**config.mk**
```make
export PLATFORM = sky130hd
export DESIGN_NAME = slcq_clip
export DESIGN_NICKNAME = d
export VERILOG_FILES = /design/src/rtl/slcq_pkg.sv /design/src/rtl/slcq_clip.sv
export SDC_FILE = /design/constraint.sdc
export NUM_CORES = 2
export LEC_CHECK = 0
export BUFFER_PORTS_ARGS = -buffer_cell sky130_fd_sc_hd__clkbuf_2
export CORE_AREA = 2 2 460 462
export CTS_CLUSTER_SIZE = 25
export DETAILED_ROUTE_END_ITERATION = 10
export DIE_AREA = 0 0 462 464
export PLACE_DENSITY = 0.6
export SLEW_MARGIN = 20
export SYNTH_ARGS = -nofsm -noshare
export SYNTH_HDL_FRONTEND = slang
export SYNTH_SLANG_ARGS = --single-unit
```
**constraint.sdc**
```tcl
create_clock -name clk -period 10.9 [get_ports clk]
set_input_delay 0.545 -clock clk [delete_from_list [all_inputs] [get_ports clk]]
set_output_delay 0.545 -clock clk [all_outputs]
set_load 0.005 [all_outputs]
```
**src/rtl/slcq_pkg.sv**
```systemverilog
// Shared types, widths and constants for the shaded line clip and quad setup block.
// Used by slcq_clip and shaded_line_clip_and_quad_setup; depends on nothing.
package slcq_pkg;

    // Number formats
    localparam int COORD_INT_BITS  = 12;
    localparam int COORD_FRAC_BITS = 4;
    localparam int COLOR_BITS      = 8;
    localparam int COORD_BITS      = COORD_INT_BITS + COORD_FRAC_BITS;
    localparam int WIDE_BITS       = COORD_BITS + 1;
    localparam int DIV_BITS        = WIDE_BITS + 1;
    localparam int PIX_BITS        = COORD_INT_BITS + 1;
    localparam int RATIO_BITS      = 16;
    localparam int PROD_BITS       = 2 * WIDE_BITS;

    // Divider: quotient bits resolved per pipeline stage
    localparam int DIV_STAGES = 4;
    localparam int DIV_STEPS  = RATIO_BITS / DIV_STAGES;

    // Eight clip steps: x low/high for each end, then y
    localparam int CLIP_COUNT = 8;

    // Stream and config port widths
    localparam int IN_BITS        = 4 * COORD_BITS + 8 * COLOR_BITS;
    localparam int IN_DATA_BITS   = ((IN_BITS + 7) / 8) * 8;
    localparam int OUT_BITS       = 2 * COORD_INT_BITS + 4 * COLOR_BITS;
    localparam int OUT_DATA_BITS  = ((OUT_BITS + 7) / 8) * 8;
    localparam int REG_BITS       = 11;
    localparam int CFG_INDEX_BITS = 2;

    typedef logic signed [COORD_BITS-1:0] coord_t;
    typedef logic signed [WIDE_BITS-1:0]  wide_t;
    typedef logic signed [PIX_BITS-1:0]   pix_t;
    typedef logic [COLOR_BITS-1:0]        color_t;
    typedef color_t [3:0]                 rgba_t;    // [0] red .. [3] alpha
    typedef logic [RATIO_BITS-1:0]        ratio_t;
    typedef logic [REG_BITS-1:0]          reg_val_t;
    typedef logic [CFG_INDEX_BITS-1:0]    cfg_index_t;

    // One line in flight
    typedef struct packed {
        coord_t x0;
        coord_t y0;
        coord_t x1;
        coord_t y1;
        rgba_t  c0;
        rgba_t  c1;
        logic   alive;      // cleared when the line is rejected
        logic   clip_en;    // some coordinate lies off screen
    } line_t;

    // Which clip a clip stage performs
    typedef struct packed {
        logic axis_y;   // clip against y (else x)
        logic end1;     // moves the end point (else the start point)
        logic high;     // against the limit (else against zero)
        logic first;    // first clip of the axis: also does the reject test
    } clip_mode_t;

    typedef enum logic [2:0] {
        OCT_0, OCT_1, OCT_2, OCT_3, OCT_4, OCT_5, OCT_6, OCT_7
    } octant_t;

    localparam ratio_t     RATIO_MAX   = '1;    // just under 1.0
    localparam logic [2:0] FLIP_X      = 3'd3;
    localparam logic [2:0] FLIP_Y      = 3'd7;
    localparam logic [2:0] FLIP_STEEP  = 3'd1;

    localparam cfg_index_t CFG_SCREEN_WIDTH  = 2'd0;
    localparam cfg_index_t CFG_SCREEN_HEIGHT = 2'd1;
    localparam reg_val_t   WIDTH_RESET       = 11'd640;
    localparam reg_val_t   HEIGHT_RESET      = 11'd480;

endpackage

```
**src/rtl/slcq_clip.sv**
```systemverilog
// One clip step of the line pipeline: reject test, ratio division and interpolation.
// Seven register stages; depends on slcq_pkg.
module slcq_clip
    import slcq_pkg::*;
(
    input  logic       clk,
    input  logic       rst_n,
    input  logic       adv,
    input  clip_mode_t mode,
    input  wide_t      lim,
    input  logic       in_valid,
    input  line_t      in_line,
    output logic       out_valid,
    output line_t      out_line
);

    typedef struct packed {
        coord_t p;      // clipped axis, moved point
        coord_t q;      // clipped axis, kept point
        coord_t om;     // other axis, moved point
        coord_t okc;    // other axis, kept point
        rgba_t  cm;
        rgba_t  ck;
    } canon_t;

    typedef struct packed {
        line_t                line;
        logic                 act;
        logic                 zero;
        logic                 sat;
        logic [WIDE_BITS-1:0] den;
        logic [WIDE_BITS-1:0] rem;
        ratio_t               quo;
    } dv_t;

    typedef struct packed {
        line_t                       line;
        logic                        act;
        logic signed [PROD_BITS-1:0] pc;
        logic signed [PROD_BITS-1:0] pr;
        logic signed [PROD_BITS-1:0] pg;
        logic signed [PROD_BITS-1:0] pb;
        logic signed [PROD_BITS-1:0] pa;
    } ml_t;

    // Map the line onto moved/kept terms for this clip
    function automatic canon_t canon_of(line_t l, clip_mode_t m);
        canon_t c;
        coord_t a0, a1, b0, b1;
        a0 = m.axis_y ? l.y0 : l.x0;
        a1 = m.axis_y ? l.y1 : l.x1;
        b0 = m.axis_y ? l.x0 : l.y0;
        b1 = m.axis_y ? l.x1 : l.y1;
        c.p   = m.end1 ? a1 : a0;
        c.q   = m.end1 ? a0 : a1;
        c.om  = m.end1 ? b1 : b0;
        c.okc = m.end1 ? b0 : b1;
        c.cm  = m.end1 ? l.c1 : l.c0;
        c.ck  = m.end1 ? l.c0 : l.c1;
        return c;
    endfunction

    // Store the moved point back into the line
    function automatic line_t put_back(line_t l, clip_mode_t m, coord_t p, coord_t om,
                                       rgba_t cm);
        line_t r;
        coord_t nx, ny;
        r  = l;
        nx = m.axis_y ? om : p;
        ny = m.axis_y ? p : om;
        if (m.end1)
        begin
            r.x1 = nx;
            r.y1 = ny;
            r.c1 = cm;
        end
        else
        begin
            r.x0 = nx;
            r.y0 = ny;
            r.c0 = cm;
        end
        return r;
    endfunction

    // Product over 65536, truncated toward zero
    function automatic wide_t trunc_ratio(logic signed [PROD_BITS-1:0] v);
        logic signed [PROD_BITS-1:0] t;
        logic signed [PROD_BITS-1:0] s;
        t = v;
        if (v < 0)
            t = v + PROD_BITS'((1 << RATIO_BITS) - 1);
        s = t >>> RATIO_BITS;
        return s[WIDE_BITS-1:0];
    endfunction

    dv_t  dv_reg [0:DIV_STAGES];
    dv_t  dv_next [0:DIV_STAGES];
    dv_t  dv0_next;
    logic dv_v_reg [0:DIV_STAGES];
    ml_t  ml_reg;
    ml_t  ml_next;
    logic ml_v_reg;
    line_t fin_reg;
    line_t fin_next;
    logic  fin_v_reg;

    // Setup: reject test, clip condition, normalized ratio operands
    always_comb
    begin
        canon_t c;
        coord_t a0, a1;
        logic drop, cond, live;
        logic signed [DIV_BITS-1:0] num_raw, den_raw, num_n, den_n;
        c  = canon_of(in_line, mode);
        a0 = mode.axis_y ? in_line.y0 : in_line.x0;
        a1 = mode.axis_y ? in_line.y1 : in_line.x1;
        drop = mode.first && ((a0 <= 0 && a1 <= 0) ||
                              (wide_t'(a0) >= lim && wide_t'(a1) >= lim));
        cond = mode.high ? (wide_t'(c.p) > lim) : (c.p < 0);
        live = in_line.alive && in_line.clip_en && !drop;
        num_raw = mode.high ? (DIV_BITS'(c.q) - DIV_BITS'(lim)) : DIV_BITS'(c.q);
        den_raw = DIV_BITS'(c.q) - DIV_BITS'(c.p);
        if (den_raw < 0)
        begin
            num_n = -num_raw;
            den_n = -den_raw;
        end
        else
        begin
            num_n = num_raw;
            den_n = den_raw;
        end
        dv0_next.line       = in_line;
        dv0_next.line.alive = in_line.alive && !(in_line.clip_en && drop);
        dv0_next.act        = live && cond;
        dv0_next.zero       = (den_n == 0) || (num_n <= 0);
        dv0_next.sat        = !dv0_next.zero && (num_n >= den_n);
        dv0_next.den        = den_n[WIDE_BITS-1:0];
        dv0_next.rem        = (dv0_next.zero || dv0_next.sat) ? '0
                              : num_n[WIDE_BITS-1:0];
        dv0_next.quo        = '0;
    end

    // Restoring division, DIV_STEPS quotient bits per stage
    always_comb
    begin
        logic [WIDE_BITS:0] r2;
        dv_next[0] = dv0_next;
        for (int i = 1; i <= DIV_STAGES; i++)
        begin
            dv_next[i] = dv_reg[i-1];
            for (int s = 0; s < DIV_STEPS; s++)
            begin
                r2 = {dv_next[i].rem, 1'b0};
                if (r2 >= {1'b0, dv_next[i].den})
                begin
                    r2 = r2 - {1'b0, dv_next[i].den};
                    dv_next[i].quo = {dv_next[i].quo[RATIO_BITS-2:0], 1'b1};
                end
                else
                begin
                    dv_next[i].quo = {dv_next[i].quo[RATIO_BITS-2:0], 1'b0};
                end
                dv_next[i].rem = r2[WIDE_BITS-1:0];
            end
        end
    end

    // Ratio select and the five products
    always_comb
    begin
        canon_t c;
        ratio_t r;
        wide_t  rs;
        wide_t  d0, d1, d2, d3, d4;
        c  = canon_of(dv_reg[DIV_STAGES].line, mode);
        r  = dv_reg[DIV_STAGES].zero ? '0
             : (dv_reg[DIV_STAGES].sat ? RATIO_MAX : dv_reg[DIV_STAGES].quo);
        rs = wide_t'(r);
        d0 = wide_t'(c.okc) - wide_t'(c.om);
        d1 = wide_t'(c.ck[0]) - wide_t'(c.cm[0]);
        d2 = wide_t'(c.ck[1]) - wide_t'(c.cm[1]);
        d3 = wide_t'(c.ck[2]) - wide_t'(c.cm[2]);
        d4 = wide_t'(c.ck[3]) - wide_t'(c.cm[3]);
        ml_next.line = dv_reg[DIV_STAGES].line;
        ml_next.act  = dv_reg[DIV_STAGES].act;
        ml_next.pc   = rs * d0;
        ml_next.pr   = rs * d1;
        ml_next.pg   = rs * d2;
        ml_next.pb   = rs * d3;
        ml_next.pa   = rs * d4;
    end

    // Interpolate and move the point onto the edge
    always_comb
    begin
        canon_t c;
        wide_t  nv, n0, n1, n2, n3;
        rgba_t  cm;
        coord_t p;
        c  = canon_of(ml_reg.line, mode);
        nv = wide_t'(c.okc) - trunc_ratio(ml_reg.pc);
        n0 = wide_t'(c.ck[0]) - trunc_ratio(ml_reg.pr);
        n1 = wide_t'(c.ck[1]) - trunc_ratio(ml_reg.pg);
        n2 = wide_t'(c.ck[2]) - trunc_ratio(ml_reg.pb);
        n3 = wide_t'(c.ck[3]) - trunc_ratio(ml_reg.pa);
        cm[0] = n0[COLOR_BITS-1:0];
        cm[1] = n1[COLOR_BITS-1:0];
        cm[2] = n2[COLOR_BITS-1:0];
        cm[3] = n3[COLOR_BITS-1:0];
        p  = mode.high ? lim[COORD_BITS-1:0] : '0;
        if (ml_reg.act)
            fin_next = put_back(ml_reg.line, mode, p, nv[COORD_BITS-1:0], cm);
        else
            fin_next = ml_reg.line;
    end

    // Valid bits
    always_ff @(posedge clk or negedge rst_n)
    begin
        if (!rst_n)
        begin
            for (int i = 0; i <= DIV_STAGES; i++)
                dv_v_reg[i] <= 1'b0;
            ml_v_reg  <= 1'b0;
            fin_v_reg <= 1'b0;
        end
        else if (adv)
        begin
            dv_v_reg[0] <= in_valid;
            for (int i = 1; i <= DIV_STAGES; i++)
                dv_v_reg[i] <= dv_v_reg[i-1];
            ml_v_reg  <= dv_v_reg[DIV_STAGES];
            fin_v_reg <= ml_v_reg;
        end
    end

    // Payload
    always_ff @(posedge clk)
    begin
        if (adv)
        begin
            for (int i = 0; i <= DIV_STAGES; i++)
                dv_reg[i] <= dv_next[i];
            ml_reg  <= ml_next;
            fin_reg <= fin_next;
        end
    end

    assign out_valid = fin_v_reg;
    assign out_line  = fin_reg;

endmodule

```
**Yosys cells after proc, flatten, opt, wreduce, memory -nomap -nowiden**

Memories as Yosys holds them, arrays and structs flattened.
Cells that the tools add are included.

- Register bits: 406
- Memory bits (writable): 915
- Input bits: 155
- Memories kept: 1

Memories:

| memory | words | bits a word | rd ports | clocked after Yosys merged registers in | wr ports | RTL line | text |
|---|---|---|---|---|---|---|---|
| dv_reg | 5 | 183 | 5 | 0 | 5 | slcq_clip.sv:97 | `dv_t dv_reg [0:DIV_STAGES];` |

- Add/subtract/negate cells: 35
- Multipliers: 5
- Order comparisons: 30
- Multiplexer cells: 68
- Reduce and logical (&&, ||, !) cells: 16

Operators with widths:

| kind | count |
|---|---|
| two-way mux 17 bit | 17 |
| >= comparator 18 x 17 -> 1 bit | 16 |
| subtractor 17 bit | 16 |
| two-way mux 16 bit | 16 |
| two-way mux 32 bit | 8 |
| two-way mux 130 bit | 1 |
| less-than comparator 26 x 1 -> 1 bit (second input constant) | 4 |
| multiplier 17 x 9 -> 26 bit | 4 |
| adder 24 x 17 -> 24 bit (second input constant) | 4 |
| two-way mux 24 bit | 4 |
| two-way mux 18 bit | 3 |
| subtractor 8 x 8 -> 9 bit | 4 |
| >= comparator 16 x 17 -> 1 bit | 2 |
| less-than comparator 34 x 1 -> 1 bit (second input constant) | 1 |
| multiplier 17 x 17 -> 34 bit | 1 |
| subtractor 16 x 16 -> 17 bit | 2 |
| adder 32 x 17 -> 32 bit (second input constant) | 1 |
| <= comparator 16 x 1 -> 1 bit (second input constant) | 2 |
| logical NOT 32 bit | 1 |
| subtractor 8 bit | 4 |
| two-way mux 1 bit | 19 |
| >= comparator 18 bit | 1 |
| <= comparator 18 x 1 -> 1 bit (second input constant) | 1 |
| negation 17 -> 18 bit | 1 |
| other kinds (9) | 21 |

**Logic depth before layout (Yosys ltp)**

- Word-level depth: 12
- Gate-level depth with buffers: 51
- Gate-level depth less buffers: 46

**Least setup slack after synthesis**

OpenSTA, ideal clock, no wires.

- Path kind: input-to-reg
- Start point: input mode[3] (netlist bit)
- End point: register ml_reg[169] (netlist bit) (data pin)
- Arrival: 10.943 ns
- Data required time: 10.640 ns
- Setup slack: -0.303 ns
- Stages: 41
- Buffers on the path: 7
- Path through: buf_4 -> buf_6 -> buf_4 -> buf_2 -> buf_2 -> buf_1 -> buf_1 -> mux4_2 -> fa_1 -> a21o_1 -> a21oi_1 -> o21ai_0 -> a21oi_1 -> nor2b_1 -> o21a_1 -> o31a_1 -> o21ba_2 -> a2111oi_0 -> [5 not listed] -> fa_1 -> inv_1 -> fa_1 -> fa_1 -> inv_1 -> fa_1 -> ha_1 -> a21o_1 -> a21o_1 -> a221o_1 -> a211oi_1 -> o311ai_0 -> a31o_2 -> nand3_1 -> a31oi_1 -> o21a_1 -> nor2_1 -> xnor2_1

RTL lines:

| element | RTL line | text |
|---|---|---|
| from (decl) | slcq_clip.sv:9 | `input clip_mode_t mode,` |
| to (signal assigned) | slcq_clip.sv:246 | `ml_reg <= ml_next;` |
| to (decl) | slcq_clip.sv:101 | `ml_t ml_reg;` |

==> insert_results.sql <==
INSERT INTO impl_metrics (metric_group, metric, value, unit) VALUES
('synth', 'seq_area_frac_synth', '0.3978', ''),
('drt', 'antenna_left', '0', ''),
('synth', 'synth-edff-count', '1235', ''),
('min_path', 'timing.hold.worst.class', 'input pin to flip-flop', ''),
('global_route', 'grt_antenna_before_repair', '21', ''),
('cts', 'cts_h_tree_lvls', '4', ''),
('die', 'num_io_pins', '286', ''),
('synth', 'register_bit_total_from_synthesis', '1242', ''),
('critical_path', 'crit_fanout', '6', ''),
('synth', 'synthFlopType', 'sky130_fd_sc_hd__edfxtp_1', ''),
('global_route', 'number_of_global_route_vias_before_repair', '67010', ''),
('die', 'die_width', '462', 'um'),
('drt', 'detail_route.wl_per_cell', '22.52', 'um'),
('die', 'floorplan.die_area', '214400', 'um^2'),
('synth', 'postSynthCellCount', '8496', ''),
('global_route', 'grt_overflow_total', '0', ''),
('global_route', 'grt_pass1_wl', '407100', 'um'),
('place', 'portBuffers', '285', ''),
('synth', 'ys_async_sr_fraction', '0.005636', ''),
('cts', 'cts-buffers-inserted', '142', ''),
('critical_path', 'worstSetupStartpointType', 'flip-flop', ''),
('cells_and_area', 'layout_stage_area_growth_over_the_synthesis_result', '12.70', '%'),
('cells_and_area', 'num-nets-final', '10630', ''),
('drt', 'viasPerCell', '5.563', ''),
('synth', 'synth.yosys.warnings', '0', ''),
('critical_path', 'cp.required', '11.44', 'ns'),
('cells_and_area', 'largest_register_ff_count', '841', ''),
('drt', 'dr.first_iter.drc_count', '5373', ''),
('synth', 'syn-cell-area', '93670', 'um^2'),
('run', 'max_cap_viol_count', '0', ''),
('critical_path', 'cpMostUsedCell', 'sky130_fd_sc_hd__fa_1', ''),
('synth', 'synthesis.nets', '10130', ''),
('die', 'chipHeight', '464', 'um'),
('die', 'floorplan.rows', '168', ''),
('synth', 'yosys.cell_types.count', '115', ''),
('critical_path', 'setup.worst_path.end_class', 'flip-flop', ''),
('cts', 'root_buffer', 'sky130_fd_sc_hd__clkbuf_16', ''),
('drt', 'drt-total-wl', '268400', 'um'),
('timing', 'final.setup.tns', '0', 'ns'),
('critical_path', 'timing.critical_path.arrival', '10.93', 'ns'),
('timing', 'layout_worst_path_cycle_share', '0.9529', ''),
('cells_and_area', 'drive_above_1_share', '0.1291', ''),
('timing', 'grt_setup_unrepaired', 'false', ''),
('drt', 'detail_route.drc_violations', '0', ''),
('place', 'detailed_place_hpwl', '206500', 'um'),
('die', 'coreArea', '209200', 'um^2'),
('place', 'dpl-instance-area', '99380', 'um^2'),
('cts', 'clock_sinks', '1242', ''),
('drt', 'detail_route.first_pass.iterations', '8', ''),
('timing', 'final.setup_skew', '0.07723', 'ns'),
('synth', 'synthesis.area_per_instance', '11.03', 'um^2'),
('synth', 'synth_top_area_cell', 'sky130_fd_sc_hd__edfxtp_1', ''),
('timing', 'timing_hold_violations_final', '0', ''),
('die', 'floorplan.initialDensity', '0.4479', ''),
('global_route', 'grt_start_max_net_pins', '194', ''),
('cts', 'insertion_delay', '0.82', 'ns'),
('cells_and_area', 'final_area', '105600', 'um^2'),
('timing', 'slew_headroom', '0.1785', ''),
('timing', 'finalSetupViolCount', '0', ''),
('outcome', 'outcome', 'complete, no violations', ''),
('cts', 'tritoncts', 'yes', ''),
('drt', 'vias', '66300', ''),
('cts', 'cts_buffer_depth', '3', ''),
('cts', 'clk_pin_slew_worst_paths', '0.06', 'ns'),
('timing', 'maxSlewViolCount', '0', ''),
('timing', 'final_period_minus_worst_setup_slack', '10.39', 'ns'),
('critical_path', 'timing.critical_path.slowest_stage_cell', 'sky130_fd_sc_hd__nor3_1', ''),
('synth', 'netlist_top_cells_area', 'sky130_fd_sc_hd__edfxtp_1 (40%), sky130_fd_sc_hd__fa_1 (13%), sky130_fd_sc_hd__ha_1 (11%)', ''),
('critical_path', 'reg2reg_setup_slack', '0.51', 'ns'),
('timing', 'tightest_slew', '1.232', 'ns'),
('global_route', 'grt_util_all_layers', '0.2505', ''),
('critical_path', 'setup.worst_path.class', 'flip-flop to flip-flop', ''),
('synth', 'synth_top_cell_area_share', '0.3959', ''),
('place', 'gp_routability_congestion', '0.9210', ''),
('critical_path', 'worst_path_largest_cell_delay', '0.79', 'ns'),
('timing', 'fmax', '96.28', 'MHz');
[Yosys cell counts, drive strengths merged (49+ instances only)]
| master | count |
|---|---|
| a211oi | 49 |
| a21o | 157 |
| a21oi | 349 |
| a31oi | 54 |
| and2 | 96 |
| buf | 54 |
| clkbuf | 234 |
| edfxtp | 1235 |
| fa | 621 |
| ha | 858 |
| inv | 980 |
| mux2 | 194 |
| mux2i | 87 |
| mux4 | 61 |
| nand2 | 813 |
| nand2b | 65 |
| nand3 | 98 |
| nand4 | 54 |
| nor2 | 677 |
| nor2b | 53 |
| nor3 | 120 |
| nor4 | 52 |
| o21a | 75 |
| o21ai | 344 |
| o21bai | 68 |
| or2 | 62 |
| or3 | 92 |
| xnor2 | 318 |
| xor2 | 155 |
[logic make-up (layout without fill, tap and decap cells)]
| kind of cell | count (synthesis) | after routing | share of synthesized area |
|---|---|---|---|
| multiplexers | 342 | 342 | 0.04728 |
| buffers and inverters | 1269 | 1882 | 0.05150 |
| adder cells (fa/ha/maj) | 1479 | 1479 | 0.2473 |
| AO/OA/AOI/OAI | 1411 | 1411 | 0.09960 |
| flip-flops | 1242 | 1242 | 0.3978 |
| AND/OR/NAND/NOR | 2279 | 2279 | 0.1121 |
| other | 1 | 6 | 0.00004003 |
| XOR/XNOR | 473 | 473 | 0.04438 |
[stage by stage]
| step | hold slack (ns) | setup WS (ns) | cells | utilization |
|---|---|---|---|---|
| 2_1_floorplan | 0.2494 | 0.04034 | 8496 | - |
| 3_3_place_gp | 0.3892 | 0.1279 | 11520 | 0.4751 |
| 3_5_place_dp | 0.3885 | 0.1572 | 11520 | 0.4752 |
| 4_1_cts | 0.01482 | 0.06693 | 11900 | 0.5034 |
| 5_1_grt | 0.04244 | 0.005799 | 11920 | 0.5047 |
| 6_report | 0.09771 | 0.5137 | 11920 | 0.5048 |
[final cells by class]
| cell class | count | area [um^2] |
|---|---|---|
| Multi-Input combinational cell | 5985 | 51850 |
| Tap cell | 2805 | 3510 |
| Timing Repair Buffer | 642 | 4576 |
| Clock buffer | 157 | 3610 |
| Timing Repair inverter | 1 | 7.507 |
| Inverter | 981 | 3689 |
| Clock inverter | 101 | 1056 |
| Fill cell | 18560 | 103600 |
| Sequential cell | 1242 | 37260 |
| Antenna cell | 5 | 12.51 |
[cell usage in the layout, fill, tap and decap left out, types with 19 or more instances in the layout]
master	count
sky130_fd_sc_hd__clkbuf_16	142
sky130_fd_sc_hd__clkinv_2	22
sky130_fd_sc_hd__mux4_2	61
sky130_fd_sc_hd__or2_2	58
sky130_fd_sc_hd__mux2_2	194
sky130_fd_sc_hd__a211oi_1	44
sky130_fd_sc_hd__clkinv_1	33
sky130_fd_sc_hd__o221ai_1	24
sky130_fd_sc_hd__clkbuf_2	282
sky130_fd_sc_hd__nor2b_1	52
sky130_fd_sc_hd__or3_1	91
sky130_fd_sc_hd__nor4_1	51
sky130_fd_sc_hd__xor2_1	154
sky130_fd_sc_hd__and3_1	38
sky130_fd_sc_hd__nand4_1	54
sky130_fd_sc_hd__nand2b_1	64
sky130_fd_sc_hd__nor2_1	648
sky130_fd_sc_hd__o21ai_0	326
sky130_fd_sc_hd__a21oi_1	342
sky130_fd_sc_hd__a31oi_1	54
sky130_fd_sc_hd__a21o_1	157
sky130_fd_sc_hd__edfxtp_1	1235
sky130_fd_sc_hd__mux2i_1	86
sky130_fd_sc_hd__a21boi_0	21
sky130_fd_sc_hd__dlygate4sd3_1	124
sky130_fd_sc_hd__o211ai_1	29
sky130_fd_sc_hd__o21a_1	75
sky130_fd_sc_hd__and2_1	95
sky130_fd_sc_hd__a211o_1	19
sky130_fd_sc_hd__nor3_1	116
sky130_fd_sc_hd__buf_4	222
sky130_fd_sc_hd__fa_1	621
sky130_fd_sc_hd__xnor2_1	313
sky130_fd_sc_hd__nor2_2	25
sky130_fd_sc_hd__ha_1	858
sky130_fd_sc_hd__o31ai_1	21
sky130_fd_sc_hd__inv_1	971
sky130_fd_sc_hd__nand3_1	97
sky130_fd_sc_hd__nand2_1	809
sky130_fd_sc_hd__o21bai_1	67
[critical path, delay by kind of cell, from the launching register on]
family	cells	cell delay (ns)
AOI/OAI and AO/OA	16	3.70
buffers and inverters	3	0.19
xor gates and xnor gates	1	0.08
muxes	1	0.47
adders and majority gates	9	4.00
and+or+nand+nor	5	1.26
DFF	1	0.42
[worst paths after layout]
kind                                               start                       end  cells after the start
worst min register to register  dv_reg[0][114]$_DFFE_PP_  dv_reg[0][297]$_DFFE_PP_                      0
worst min-delay path                         in_line[82]  dv_reg[0][135]$_DFFE_PP_                      1
min in group asynchronous                          rst_n     out_valid$_DFFE_PN0P_                      2
max in group asynchronous                          rst_n   dv_v_reg[4]$_DFFE_PN0P_                      2
worst max register to register  dv_reg[0][851]$_DFFE_PP_     ml_reg[169]$_DFFE_PP_                     35
worst max-delay path            dv_reg[0][851]$_DFFE_PP_     ml_reg[169]$_DFFE_PP_                     35
[what timing repair did]
item | 4_1_cts | 5_1_grt
hold endpoints to repair | 130 | 0
resized for setup | 0 | 41
setup buffers | 0 | 10
endpoints found under the setup margin | 0 | 55
hold buffers | 124 | 0
[per-layer routing]
metal | GRT usage | vias to the layer above | part of all wire
met5 | 0.002036 | - | 0.00035
li1 | - | 30750 | -
met1 | 0.3435 | 32840 | 0.43
met2 | 0.4022 | 2269 | 0.47
met3 | 0.04054 | 439 | 0.064
met4 | 0.08606 | 8 | 0.036
Power is left out: the tool's default activity adds up to more than one toggle a clock period on the data nets, which glitch-free logic cannot reach.
